`src/rtl/core/assert_macros.svh`:
```
// ----------------------------------------------------------------------------
// assert_macros.svh
// Assertion shorthands shared by the I2C master RTL.
// ----------------------------------------------------------------------------
`ifndef ASSERT_MACROS_SVH
`define ASSERT_MACROS_SVH

// same-cycle implication, off while reset is held
`define I2CM_ASSERT_IMPL(name, clk_s, rst_s, ante, cons, msg) \
  name: assert property (@(posedge clk_s) disable iff (!rst_s) (ante) |-> (cons)) \
    else $error(msg);

// next-cycle implication, off while reset is held
`define I2CM_ASSERT_NEXT(name, clk_s, rst_s, ante, cons, msg) \
  name: assert property (@(posedge clk_s) disable iff (!rst_s) (ante) |=> (cons)) \
    else $error(msg);

`endif

```
`src/rtl/core/i2cm_pkg.sv`:
```
// ----------------------------------------------------------------------------
// i2cm_pkg
// Types and constants of the byte-level I2C master.
// ----------------------------------------------------------------------------
package i2cm_pkg;

  localparam int IN_TDATA_W  = 16;
  localparam int OUT_TDATA_W = 16;
  localparam int CFG_IDX_W   = 8;
  localparam int CFG_DATA_W  = 16;
  // longest delay is 4 units of 65535 ticks
  localparam int DELAY_W     = 18;

  localparam logic [CFG_IDX_W-1:0] REG_TICKS_PER_UNIT = 8'd0;
  localparam logic [CFG_IDX_W-1:0] REG_ACK_POLL_LIMIT = 8'd1;

  localparam logic [15:0] TICKS_RESET = 16'd1;
  localparam logic [7:0]  POLL_RESET  = 8'd200;

  typedef enum logic [2:0] {
    OP_TICK     = 3'd0,
    OP_START    = 3'd1,
    OP_STOP     = 3'd2,
    OP_WRITE    = 3'd3,
    OP_READ     = 3'd4,
    OP_ACK      = 3'd5,
    OP_NACK     = 3'd6,
    OP_WAIT_ACK = 3'd7
  } opcode_t;

  typedef enum logic [4:0] {
    PH_IDLE, PH_ST2, PH_ST3, PH_SP2, PH_SP3, PH_FIN, PH_AK2, PH_AK3, PH_AK4,
    PH_WR1, PH_WR2, PH_WR3, PH_RD1, PH_RD2, PH_RD3, PH_WA2, PH_WA3, PH_WAP,
    PH_WAF, PH_WA5, PH_WA6, PH_WA7
  } phase_t;

  typedef enum logic [1:0] {
    WAIT_NONE, WAIT_1, WAIT_2, WAIT_4
  } wait_t;

  // one classified tick as it sits in the queue
  typedef struct packed {
    logic          is_cmd;
    opcode_t       op;
    logic [7:0]    data_byte;
    logic          sda_in;
  } tick_t;

  typedef struct packed {
    logic          ack_missing;
    logic [7:0]    read_data;
    logic          done;
    logic          busy;
    logic          sda_oe;
    logic          sda;
    logic          scl;
  } result_t;

endpackage

```
`src/rtl/core/i2cm_front.sv`:
```
// ----------------------------------------------------------------------------
// i2cm_front
// Input side: unpacks the stream word and classifies the tick.
// ----------------------------------------------------------------------------
module i2cm_front
  import i2cm_pkg::*;
(
  input  logic                  in_tvalid,
  output logic                  in_tready,
  input  logic [IN_TDATA_W-1:0] in_tdata,
  input  logic [2:0]            in_tuser,
  output logic                  q_push,
  output tick_t                 q_item,
  input  logic                  q_full
);

  opcode_t op;

  assign op        = opcode_t'(in_tuser);
  assign in_tready = !q_full;
  assign q_push    = in_tvalid && !q_full;

  always_comb begin
    q_item.is_cmd    = (op != OP_TICK);
    q_item.op        = op;
    q_item.data_byte = in_tdata[7:0];
    q_item.sda_in    = in_tdata[8];
  end

endmodule

```
`src/rtl/core/i2cm_queue.sv`:
```
// ----------------------------------------------------------------------------
// i2cm_queue
// Small FIFO of classified ticks between front and sequencer.
// ----------------------------------------------------------------------------
`include "assert_macros.svh"

module i2cm_queue
  import i2cm_pkg::*;
#(
  parameter int DEPTH = 4
)
(
  input  logic  clk,
  input  logic  rst_n,
  input  logic  push,
  input  tick_t push_item,
  output logic  full,
  input  logic  pop,
  output tick_t pop_item,
  output logic  not_empty
);

  localparam int PTR_W = (DEPTH > 1) ? $clog2(DEPTH) : 1;
  localparam int CNT_W = $clog2(DEPTH + 1);
  localparam logic [PTR_W-1:0] PTR_LAST = PTR_W'(DEPTH - 1);
  localparam logic [CNT_W-1:0] CNT_FULL = CNT_W'(DEPTH);

  tick_t            mem_r [DEPTH];
  logic [PTR_W-1:0] wr_ptr_r, wr_ptr_nxt;
  logic [PTR_W-1:0] rd_ptr_r, rd_ptr_nxt;
  logic [CNT_W-1:0] count_r, count_nxt;

  assign full      = (count_r == CNT_FULL);
  assign not_empty = (count_r != '0);
  assign pop_item  = mem_r[rd_ptr_r];

  always_comb begin
    wr_ptr_nxt = wr_ptr_r;
    rd_ptr_nxt = rd_ptr_r;
    count_nxt  = count_r;
    if (push) begin
      wr_ptr_nxt = (wr_ptr_r == PTR_LAST) ? '0 : wr_ptr_r + 1'b1;
    end
    if (pop) begin
      rd_ptr_nxt = (rd_ptr_r == PTR_LAST) ? '0 : rd_ptr_r + 1'b1;
    end
    if (push && !pop) begin
      count_nxt = count_r + 1'b1;
    end else if (pop && !push) begin
      count_nxt = count_r - 1'b1;
    end
  end

  always_ff @(posedge clk) begin
    if (!rst_n) begin
      wr_ptr_r <= '0;
      rd_ptr_r <= '0;
      count_r  <= '0;
    end else begin
      wr_ptr_r <= wr_ptr_nxt;
      rd_ptr_r <= rd_ptr_nxt;
      count_r  <= count_nxt;
    end
  end

  always_ff @(posedge clk) begin
    if (push) begin
      mem_r[wr_ptr_r] <= push_item;
    end
  end

  `I2CM_ASSERT_IMPL(a_no_pop_empty, clk, rst_n, pop, count_r != '0, "pop from empty queue")
  `I2CM_ASSERT_IMPL(a_no_push_full, clk, rst_n, push, count_r != CNT_FULL, "push into full queue")
  `I2CM_ASSERT_IMPL(a_ptr_gap, clk, rst_n, count_r == '0, wr_ptr_r == rd_ptr_r, "pointers apart while empty")

endmodule

```
`src/rtl/core/i2cm_back.sv`:
```
// ----------------------------------------------------------------------------
// i2cm_back
// Bit sequencer: runs one tick per queue word and registers the result.
// ----------------------------------------------------------------------------
`include "assert_macros.svh"

module i2cm_back
  import i2cm_pkg::*;
(
  input  logic                   clk,
  input  logic                   rst_n,
  input  logic                   cfg_valid,
  input  logic [CFG_IDX_W-1:0]   cfg_index,
  input  logic [CFG_DATA_W-1:0]  cfg_data,
  input  logic                   q_valid,
  input  tick_t                  q_item,
  output logic                   q_pop,
  output logic                   out_valid,
  input  logic                   out_ready,
  output result_t                out_res
);

  logic [15:0]        ticks_r;
  logic [7:0]         poll_limit_r;

  phase_t             phase_r, phase_nxt;
  logic [3:0]         bit_count_r, bit_count_nxt;
  logic [7:0]         shift_r, shift_nxt;
  logic [DELAY_W-1:0] delay_r, delay_nxt;
  logic [7:0]         poll_r, poll_nxt;
  logic               scl_r, scl_nxt;
  logic               sda_r, sda_nxt;
  logic               oe_r, oe_nxt;
  logic [7:0]         read_r, read_nxt;
  logic               ack_r, ack_nxt;
  logic               done_nxt;
  logic               out_valid_r;
  result_t            res_r;

  logic               busy;
  logic               fire;
  logic               start;
  logic [DELAY_W-1:0] delay_dec;
  logic [DELAY_W-1:0] unit_len;
  logic [3:0]         bit_inc;
  logic [7:0]         poll_dec;
  wait_t              wait_sel;

  assign q_pop     = q_valid && (!out_valid_r || out_ready);
  assign busy      = (phase_r != PH_IDLE);
  assign delay_dec = delay_r - 1'b1;
  assign fire      = busy && (delay_dec == '0);
  assign start     = !busy && q_item.is_cmd;
  assign bit_inc   = bit_count_r + 4'd1;
  assign poll_dec  = poll_r - 8'd1;
  assign unit_len  = {2'b00, (ticks_r == '0) ? 16'd1 : ticks_r};

  // config registers
  always_ff @(posedge clk) begin
    if (!rst_n) begin
      ticks_r      <= TICKS_RESET;
      poll_limit_r <= POLL_RESET;
    end else if (cfg_valid) begin
      if (cfg_index == REG_TICKS_PER_UNIT) begin
        ticks_r <= cfg_data;
      end else if (cfg_index == REG_ACK_POLL_LIMIT) begin
        poll_limit_r <= cfg_data[7:0];
      end
    end
  end

  // next phase and delay selection
  always_comb begin
    phase_nxt = phase_r;
    wait_sel  = WAIT_NONE;
    if (q_pop && fire) begin
      case (phase_r)
        PH_ST2: begin phase_nxt = PH_ST3; wait_sel = WAIT_4; end
        PH_SP2: begin phase_nxt = PH_SP3; wait_sel = WAIT_4; end
        PH_SP3: begin phase_nxt = PH_FIN; wait_sel = WAIT_4; end
        PH_AK2: begin phase_nxt = PH_AK3; wait_sel = WAIT_2; end
        PH_AK3: begin phase_nxt = PH_AK4; wait_sel = WAIT_2; end
        PH_AK4: begin phase_nxt = PH_FIN; wait_sel = WAIT_1; end
        PH_WR1: begin phase_nxt = PH_WR2; wait_sel = WAIT_2; end
        PH_WR2: begin phase_nxt = PH_WR3; wait_sel = WAIT_2; end
        PH_WR3: begin
          phase_nxt = bit_inc[3] ? PH_FIN : PH_WR1;
          wait_sel  = WAIT_2;
        end
        PH_RD1: begin phase_nxt = PH_RD2; wait_sel = WAIT_2; end
        PH_RD2: begin
          phase_nxt = bit_inc[3] ? PH_RD3 : PH_RD1;
          wait_sel  = WAIT_1;
        end
        PH_WA2: begin phase_nxt = PH_WA3; wait_sel = WAIT_1; end
        PH_WA3: begin phase_nxt = PH_WAP; wait_sel = WAIT_1; end
        PH_WAP: begin
          if (!q_item.sda_in) begin
            phase_nxt = PH_WA5;
            wait_sel  = WAIT_1;
          end else if (poll_dec == '0) begin
            phase_nxt = PH_WAF;
            wait_sel  = WAIT_1;
          end else begin
            phase_nxt = PH_WAP;
            wait_sel  = WAIT_2;
          end
        end
        PH_WA5: begin phase_nxt = PH_WA6; wait_sel = WAIT_1; end
        PH_WA6: begin phase_nxt = PH_WA7; wait_sel = WAIT_1; end
        default: phase_nxt = PH_IDLE;   // ST3, FIN, RD3, WAF, WA7 finish
      endcase
    end else if (q_pop && start) begin
      case (q_item.op)
        OP_START:    begin phase_nxt = PH_ST2; wait_sel = WAIT_4; end
        OP_STOP:     begin phase_nxt = PH_SP2; wait_sel = WAIT_4; end
        OP_WRITE:    begin phase_nxt = PH_WR2; wait_sel = WAIT_2; end
        OP_READ:     begin phase_nxt = PH_RD1; wait_sel = WAIT_1; end
        OP_ACK,
        OP_NACK:     begin phase_nxt = PH_AK2; wait_sel = WAIT_2; end
        OP_WAIT_ACK: begin phase_nxt = PH_WA2; wait_sel = WAIT_1; end
        default:     phase_nxt = PH_IDLE;
      endcase
    end
  end

  always_comb begin
    case (wait_sel)
      WAIT_1:  delay_nxt = unit_len;
      WAIT_2:  delay_nxt = unit_len << 1;
      WAIT_4:  delay_nxt = unit_len << 2;
      default: delay_nxt = (q_pop && busy) ? delay_dec : delay_r;
    endcase
  end

  // line and data register actions
  always_comb begin
    bit_count_nxt = bit_count_r;
    shift_nxt     = shift_r;
    poll_nxt      = poll_r;
    scl_nxt       = scl_r;
    sda_nxt       = sda_r;
    oe_nxt        = oe_r;
    read_nxt      = read_r;
    ack_nxt       = ack_r;
    done_nxt      = 1'b0;
    if (q_pop && fire) begin
      case (phase_r)
        PH_ST2: sda_nxt = 1'b0;
        PH_ST3: begin scl_nxt = 1'b0; done_nxt = 1'b1; end
        PH_SP2: scl_nxt = 1'b1;
        PH_SP3: sda_nxt = 1'b1;
        PH_FIN: done_nxt = 1'b1;
        PH_AK2: sda_nxt = shift_r[0];
        PH_AK3: scl_nxt = 1'b1;
        PH_AK4: scl_nxt = 1'b0;
        PH_WR1: begin
          sda_nxt   = shift_r[7];
          shift_nxt = {shift_r[6:0], 1'b0};
        end
        PH_WR2: scl_nxt = 1'b1;
        PH_WR3: begin scl_nxt = 1'b0; bit_count_nxt = bit_inc; end
        PH_RD1: scl_nxt = 1'b0;
        PH_RD2: begin
          scl_nxt       = 1'b1;
          shift_nxt     = {shift_r[6:0], q_item.sda_in};
          bit_count_nxt = bit_inc;
        end
        PH_RD3: begin scl_nxt = 1'b0; read_nxt = shift_r; done_nxt = 1'b1; end
        PH_WA2: scl_nxt = 1'b0;
        PH_WA3: oe_nxt = 1'b0;
        PH_WAP: begin
          if (q_item.sda_in) begin
            poll_nxt = poll_dec;
          end
        end
        PH_WAF: begin scl_nxt = 1'b0; ack_nxt = 1'b1; done_nxt = 1'b1; end
        PH_WA5: scl_nxt = 1'b1;
        PH_WA6: scl_nxt = 1'b0;
        PH_WA7: begin ack_nxt = 1'b0; done_nxt = 1'b1; end
        default: ;
      endcase
    end else if (q_pop && start) begin
      case (q_item.op)
        OP_START: begin oe_nxt = 1'b1; sda_nxt = 1'b1; scl_nxt = 1'b1; end
        OP_STOP:  begin oe_nxt = 1'b1; scl_nxt = 1'b0; sda_nxt = 1'b0; end
        OP_WRITE: begin
          // first data bit goes out on the accept tick
          oe_nxt        = 1'b1;
          scl_nxt       = 1'b0;
          sda_nxt       = q_item.data_byte[7];
          shift_nxt     = {q_item.data_byte[6:0], 1'b0};
          bit_count_nxt = 4'd0;
        end
        OP_READ: begin
          oe_nxt        = 1'b0;
          shift_nxt     = 8'd0;
          bit_count_nxt = 4'd0;
        end
        OP_ACK, OP_NACK: begin
          oe_nxt    = 1'b1;
          scl_nxt   = 1'b0;
          shift_nxt = {7'd0, q_item.op == OP_NACK};
        end
        OP_WAIT_ACK: begin
          poll_nxt = poll_limit_r;
          oe_nxt   = 1'b1;
          sda_nxt  = 1'b1;
        end
        default: ;
      endcase
    end
  end

  always_ff @(posedge clk) begin
    if (!rst_n) begin
      phase_r     <= PH_IDLE;
      bit_count_r <= '0;
      shift_r     <= '0;
      delay_r     <= '0;
      poll_r      <= '0;
      scl_r       <= 1'b1;
      sda_r       <= 1'b1;
      oe_r        <= 1'b1;
      read_r      <= '0;
      ack_r       <= 1'b0;
      out_valid_r <= 1'b0;
    end else begin
      phase_r     <= phase_nxt;
      bit_count_r <= bit_count_nxt;
      shift_r     <= shift_nxt;
      delay_r     <= delay_nxt;
      poll_r      <= poll_nxt;
      scl_r       <= scl_nxt;
      sda_r       <= sda_nxt;
      oe_r        <= oe_nxt;
      read_r      <= read_nxt;
      ack_r       <= ack_nxt;
      if (q_pop) begin
        out_valid_r <= 1'b1;
      end else if (out_ready) begin
        out_valid_r <= 1'b0;
      end
    end
  end

  always_ff @(posedge clk) begin
    if (q_pop) begin
      res_r.scl         <= scl_nxt;
      res_r.sda         <= sda_nxt;
      res_r.sda_oe      <= oe_nxt;
      res_r.busy        <= (phase_nxt != PH_IDLE);
      res_r.done        <= done_nxt;
      res_r.read_data   <= read_nxt;
      res_r.ack_missing <= ack_nxt;
    end
  end

  assign out_valid = out_valid_r;
  assign out_res   = res_r;

  `I2CM_ASSERT_IMPL(a_delay_loaded, clk, rst_n, phase_r != PH_IDLE, delay_r != '0, "running with empty delay")
  `I2CM_ASSERT_IMPL(a_done_idle, clk, rst_n, out_valid_r && res_r.done, !res_r.busy, "done word still busy")
  `I2CM_ASSERT_NEXT(a_tick_stays_idle, clk, rst_n, q_pop && !busy && !q_item.is_cmd, phase_r == PH_IDLE, "plain tick left idle")

endmodule

```
`src/rtl/core/i2c_bit_level_master_unit.sv`:
```
// ----------------------------------------------------------------------------
// i2c_bit_level_master_unit
// Byte-level I2C master: tick stream in, line levels and status out.
// ----------------------------------------------------------------------------
//  channel  | dir | handshake            | payload
//  ---------+-----+----------------------+--------------------------------------
//  in_      | in  | in_tvalid/in_tready  | tuser opcode, tdata byte and sda_in
//  out_     | out | out_tvalid/out_tready| tdata line levels and status
//  cfg_     | in  | cfg_valid/cfg_ready  | cfg_index, cfg_data
//
//  One result word per input word, one word per cycle sustained; the front
//  accepts while the queue has room, the sequencer advances when the output
//  register is empty or being taken. Words pass the queue and then the output
//  register. Synchronous active-low reset; config is always ready.
// ----------------------------------------------------------------------------
module i2c_bit_level_master_unit
  import i2cm_pkg::*;
#(
  parameter int QUEUE_DEPTH = 4
)
(
  input  logic                   clk,
  input  logic                   rst_n,
  input  logic                   in_tvalid,
  output logic                   in_tready,
  input  logic [IN_TDATA_W-1:0]  in_tdata,   // [7:0] data_byte, [8] sda_in
  input  logic [2:0]             in_tuser,   // [2:0] opcode
  output logic                   out_tvalid,
  input  logic                   out_tready,
  // [0] scl_level, [1] sda_level, [2] sda_drive_enable, [3] busy_res,
  // [4] done_res, [12:5] read_data, [13] ack_missing
  output logic [OUT_TDATA_W-1:0] out_tdata,
  input  logic                   cfg_valid,
  output logic                   cfg_ready,
  input  logic [CFG_IDX_W-1:0]   cfg_index,
  input  logic [CFG_DATA_W-1:0]  cfg_data
);

  logic    q_push;
  logic    q_full;
  logic    q_pop;
  logic    q_valid;
  tick_t   q_in;
  tick_t   q_out;
  result_t res;

  assign cfg_ready = 1'b1;

  i2cm_front u_front (
    .in_tvalid (in_tvalid),
    .in_tready (in_tready),
    .in_tdata  (in_tdata),
    .in_tuser  (in_tuser),
    .q_push    (q_push),
    .q_item    (q_in),
    .q_full    (q_full)
  );

  i2cm_queue #(
    .DEPTH (QUEUE_DEPTH)
  ) u_queue (
    .clk       (clk),
    .rst_n     (rst_n),
    .push      (q_push),
    .push_item (q_in),
    .full      (q_full),
    .pop       (q_pop),
    .pop_item  (q_out),
    .not_empty (q_valid)
  );

  i2cm_back u_back (
    .clk       (clk),
    .rst_n     (rst_n),
    .cfg_valid (cfg_valid),
    .cfg_index (cfg_index),
    .cfg_data  (cfg_data),
    .q_valid   (q_valid),
    .q_item    (q_out),
    .q_pop     (q_pop),
    .out_valid (out_tvalid),
    .out_ready (out_tready),
    .out_res   (res)
  );

  assign out_tdata = {2'b00, res.ack_missing, res.read_data, res.done, res.busy,
                      res.sda_oe, res.sda, res.scl};

endmodule
```
`config.mk`:
```
export PLATFORM = sky130hd
export DESIGN_NAME = i2c_bit_level_master_unit
export DESIGN_NICKNAME = d
export VERILOG_FILES = /design/src/rtl/core/i2cm_pkg.sv /design/src/rtl/core/i2cm_front.sv /design/src/rtl/core/i2cm_queue.sv /design/src/rtl/core/i2cm_back.sv /design/src/rtl/core/i2c_bit_level_master_unit.sv
export VERILOG_INCLUDE_DIRS = /design/src /design/src/rtl/core
export SDC_FILE = /design/constraint.sdc
export NUM_CORES = 1
export LEC_CHECK = 0
export BUFFER_PORTS_ARGS = -buffer_cell sky130_fd_sc_hd__clkbuf_2
export CORE_ASPECT_RATIO = 0.7
export CORE_MARGIN = 2
export CORE_UTILIZATION = 32
export CTS_BUF_LIST = sky130_fd_sc_hd__clkbuf_4 sky130_fd_sc_hd__clkbuf_8 sky130_fd_sc_hd__clkbuf_16
export DETAILED_ROUTE_END_ITERATION = 10
export GPL_TIMING_DRIVEN = 0
export PLACE_DENSITY = 0.53
export SYNTH_ARGS = -nofsm -noshare
export SYNTH_HDL_FRONTEND = slang
export SYNTH_SLANG_ARGS = --single-unit
```
`constraint.sdc`:
```
create_clock -name clk -period 7.75 [get_ports clk]
set_input_delay 1.1625 -clock clk [delete_from_list [all_inputs] [get_ports clk]]
set_output_delay 1.1625 -clock clk [all_outputs]
set_load 0.005 [all_outputs]
```
==> summary.txt <==
Place
  – GP Congestion: slightly above 0.9
  – Placed cell areas: ~8600 um2
  – DP HPWL: about 16,000 um
  – Buffers on Ports: 55

Clock network
  – H-tree depth: 4
  – Worst-Skew Late Latency: between 0.4 and 0.5 ns
  – Clock Path Buffers: 2
  – TritonCTS Sinks: ~160
  – Resized Gates After CTS: 0
  – Clk root buf: clkbuf_16
  – Hold Buf Count CTS: 0
  – CTS tree: built
  – Number of setup buffers added after CTS: 0
  – Clk pin slew, worst setup/hold paths: around 0.07 ns
  – Cts bufs inserted: 17

STA
  – Slew HR: 44.45%
  – Max frequency: between 200 and 300 MHz
  – Final Hold Viols: 0
  – Layout Skew: about 0.013 ns
  – RSZ-0062 raised after global routing: no
  – Worst-margin pin slew: just over 0.8 ns
  – Final worst-path cycle share: 50.54%
  – Clock period minus worst slack: approximately 3.9 ns
  – Count of endpoints failing setup in the final report: 0
  – Fin. max-slew vios: 0
  – Setup TNS: 0 ns

Drt
  – Wire length per cell: around 18 um
  – WL final: about 21,000 um
  – Detail Route Antenna Nets: 0
  – DRT iter0 DRCs: around 540
  – Via density per instance: 5.200
  – Via count: around 6,200
  – DR pass1 iterations: 5
  – DRC viols: 0

Floorplan
  – Die area: between 20,000 and 30,000 um2
  – Die Y: 135.7 um
  – Initial core utilization: between 30% and 40%
  – Core Footprint: 24,500 um2
  – IO Pins: 67
  – Row count: 48
  – Die X: 192.2 um

Global routing
  – GRT Total Usage: 17.10%
  – Vias in the first global route: approximately 5,800
  – Initial antenna violation count: 0
  – Remaining global-route overflow: 0
  – First-pass GRT wire length: around 33,000 um
  – Largest net degree at the start of global routing: 18

Logic synthesis
  – Top-count cell post-synth: dfxtp_1
  – Synth Area in Adders: 2.493%
  – Mapped Area: 7930 um2
  – Synth Register Bits: 155
  – Synth Area in Simple Gates: between 15 and 20%
  – Avg Cell Area, Syn: between 10 and 15 um2
  – Dominant synthesized flop cell: dfxtp_1
  – Synthesized instance count: ~780
  – Largest family of logic cells by synthesized area: simple AND/OR/NAND/NOR gates
  – Synth async-reset ratio: 0%
  – Sequential area share after synthesis: between 40% and 50%
  – Top cells by area, synth: edfxtp_1, dfxtp_1, mux2i_1
  – Synth top cells by count: dfxtp_1, nand2_1, nor2_1, edfxtp_1, mux2i_1
  – Synth Area in XOR/XNOR: 2.319%
  – Area leader, netlist: edfxtp_1
  – Post-synth EDFFs: 66
  – Synth Area in Compound Gates: roughly 15%
  – Post-synthesis mux area share: between 10% and 20%
  – Warnings from Yosys: 0
  – Share of the synthesized area in the top cell type: around 25%
  – Netlist cell types: 78

Cells and area
  – Design area: 9240 um2
  – Fraction of final layout cells with drive strength greater than 1: approximately 17%
  – Nets@finish: slightly above 900
  – Ant. Diodes: 0
  – Synthesis-to-layout area growth: 16.52%

Setup path
  – Worst setup path start: out_tready
  – Worst path cell trace: clkbuf_2 > nand2b_1 > o311ai_2 > nor4_4 > nand4_4 > nor2_1 > clkbuf_1 > nand2_1 > a22oi_1 > nand4_1
  – Crit path max-delay family: simple AND/OR/NAND/NOR gates
  – Worst Path Buf+Inv: 2
  – Worst Setup Start Kind: input pin
  – Worst R2R Start: u_back.delay_r[0]
  – Crit. End Element: register
  – Critical path endpoint: u_back.out_res[3]
  – Arr. time, crit path: between 4 and 5 ns
  – CP max FO: 10
  – Path length in cells of the critical path: 10
  – CP Class: input pin to register
  – R2R depth: 11
  – Setup slack, reg-to-reg: approximately 3.9 ns
  – Worst path slowest cell: nor2_1
  – Req. time, crit path: just under 8 ns
  – RR Endpoint: u_back.out_res[3]
  – Max stage delay on crit path: around 0.70 ns

Pwr
  – Lkg Pwr: 3.411 nW
  – Power per cell area: a little under 400 nW/um2
  – VDD IR-drop max: roughly 0.00017 V

Job
  – Max_cap viols: 0

Status
  – Outcome: finished clean

Hold path
  – Worst min path class: register to register
[layout by cell type (no fill, tap or decap), types with 5 or more instances in the layout]
| cell type | n |
|---|---|
| o21ai_1 | 7 |
| clkbuf_16 | 17 |
| mux2_2 | 15 |
| xnor2_1 | 11 |
| nor3_1 | 18 |
| mux2i_1 | 35 |
| nor4_1 | 11 |
| inv_6 | 5 |
| a211oi_1 | 6 |
| a221oi_1 | 9 |
| and2_1 | 12 |
| nand4_1 | 9 |
| a21o_1 | 5 |
| dfxtp_1 | 89 |
| ha_1 | 11 |
| a22oi_1 | 6 |
| a311oi_1 | 9 |
| inv_1 | 24 |
| and3_1 | 9 |
| buf_2 | 10 |
| clkbuf_1 | 28 |
| mux4_2 | 13 |
| nor2b_1 | 9 |
| xor2_1 | 10 |
| nand3_1 | 28 |
| a21oi_1 | 31 |
| nand2_1 | 86 |
| o211ai_1 | 9 |
| o21ai_0 | 32 |
| nor2_1 | 77 |
| or3_1 | 14 |
| clkbuf_2 | 55 |
| edfxtp_1 | 66 |
[per-stage QoR]
stage                     cells  setup WS, ns  power, W  utilization (%)  hold WS [ns]
after floorplan             785         4.384  0.002261                -        0.4437
after global placement     1165         3.376  0.002699            35.16        0.4634
after detailed placement   1165         3.439  0.002688            35.16        0.4712
after CTS                  1197         3.907  0.003592            37.71        0.4919
after global routing       1197         3.602  0.003823            37.71        0.5144
final                      1197         3.833  0.003587            37.71        0.4880
[cell families after synthesis]
family / after synthesis
buffers and inverters: 76
adders and majority gates: 14
other: 2
DFF: 155
and+or+nand+nor: 295
muxes: 64
xor gates and xnor gates: 21
AOI/OAI and AO/OA: 157
[power breakdown]
group | internal [W] | switching [W] | total (W)
combinational | 0.000594 | 0.000977 | 0.00157
clock | 0.000536 | 0.000355 | 0.000892
sequential | 0.00102 | 0.000108 | 0.00112
[registers in the layout, indices dropped and copies added, names as in the netlist, named ones only]
register,flops
u_back.sda_r,1
u_queue.wr_ptr_r,2
u_back.poll_r,8
u_back.oe_r,1
u_back.delay_r,18
u_back.bit_count_r,4
u_back.read_r,8
u_queue.rd_ptr_r,2
u_back.ack_r,1
u_queue.mem_r,52
u_back.out_res,14
u_back.shift_r,8
u_back.ticks_r,16
u_back.scl_r,1
u_back.poll_limit_r,8
u_back.out_valid,1
u_queue.count_r,3
u_back.phase_r,5
[worst min-delay path by stage]
stage / slack (ns) / cells past startpoint / endpoint / startpoint
detailed placement: 0.47 / 2 / u_back.ticks_r[0] / u_back.ticks_r[0]
global route: 0.51 / 2 / u_queue.rd_ptr_r[1] / u_queue.rd_ptr_r[1]
finish: 0.49 / 2 / u_queue.rd_ptr_r[1] / u_queue.rd_ptr_r[1]
CTS: 0.49 / 1 / u_back.bit_count_r[2] / u_back.bit_count_r[2]
global placement: 0.46 / 2 / u_back.poll_limit_r[3] / u_back.poll_limit_r[3]
floorplan: 0.44 / 2 / u_back.ticks_r[0] / u_back.ticks_r[0]
[cell type report]
class,instances,area (um2)
clock buffers,21,467.9
inverters,26,97.59
flip-flops and latches,155,3764
multi-input cells,554,3827
well taps,325,406.6
fillers,2470,15260
repair buffers,55,275.3
clock inverters,11,156.4
plain buffers,50,245.2
[worst register-to-register path: stages, from the launching register on]
cell	delay [ns]
dfxtp_1	0.34
inv_1	0.10
ha_1	0.23
nor3b_4	0.42
a21boi_2	0.16
nor4_4	0.32
nand4_4	0.23
nor2_1	0.70
clkbuf_1	0.48
nand2_1	0.11
a22oi_1	0.25
nand4_1	0.18
[metal layers]
| layer | global-route usage, % | vias to the layer above | wire (um) |
|---|---|---|---|
| li1 | - | 3038 | - |
| met2 | 21.86 | 203 | 8014 |
| met1 | 27.07 | 2961 | 11590 |
| met3 | 4.714 | 22 | 1461 |
| met4 | 5.004 | 0 | 272 |
| met5 | 0 | - | 0 |
Note: power is estimated with default switching activity, not from simulation.
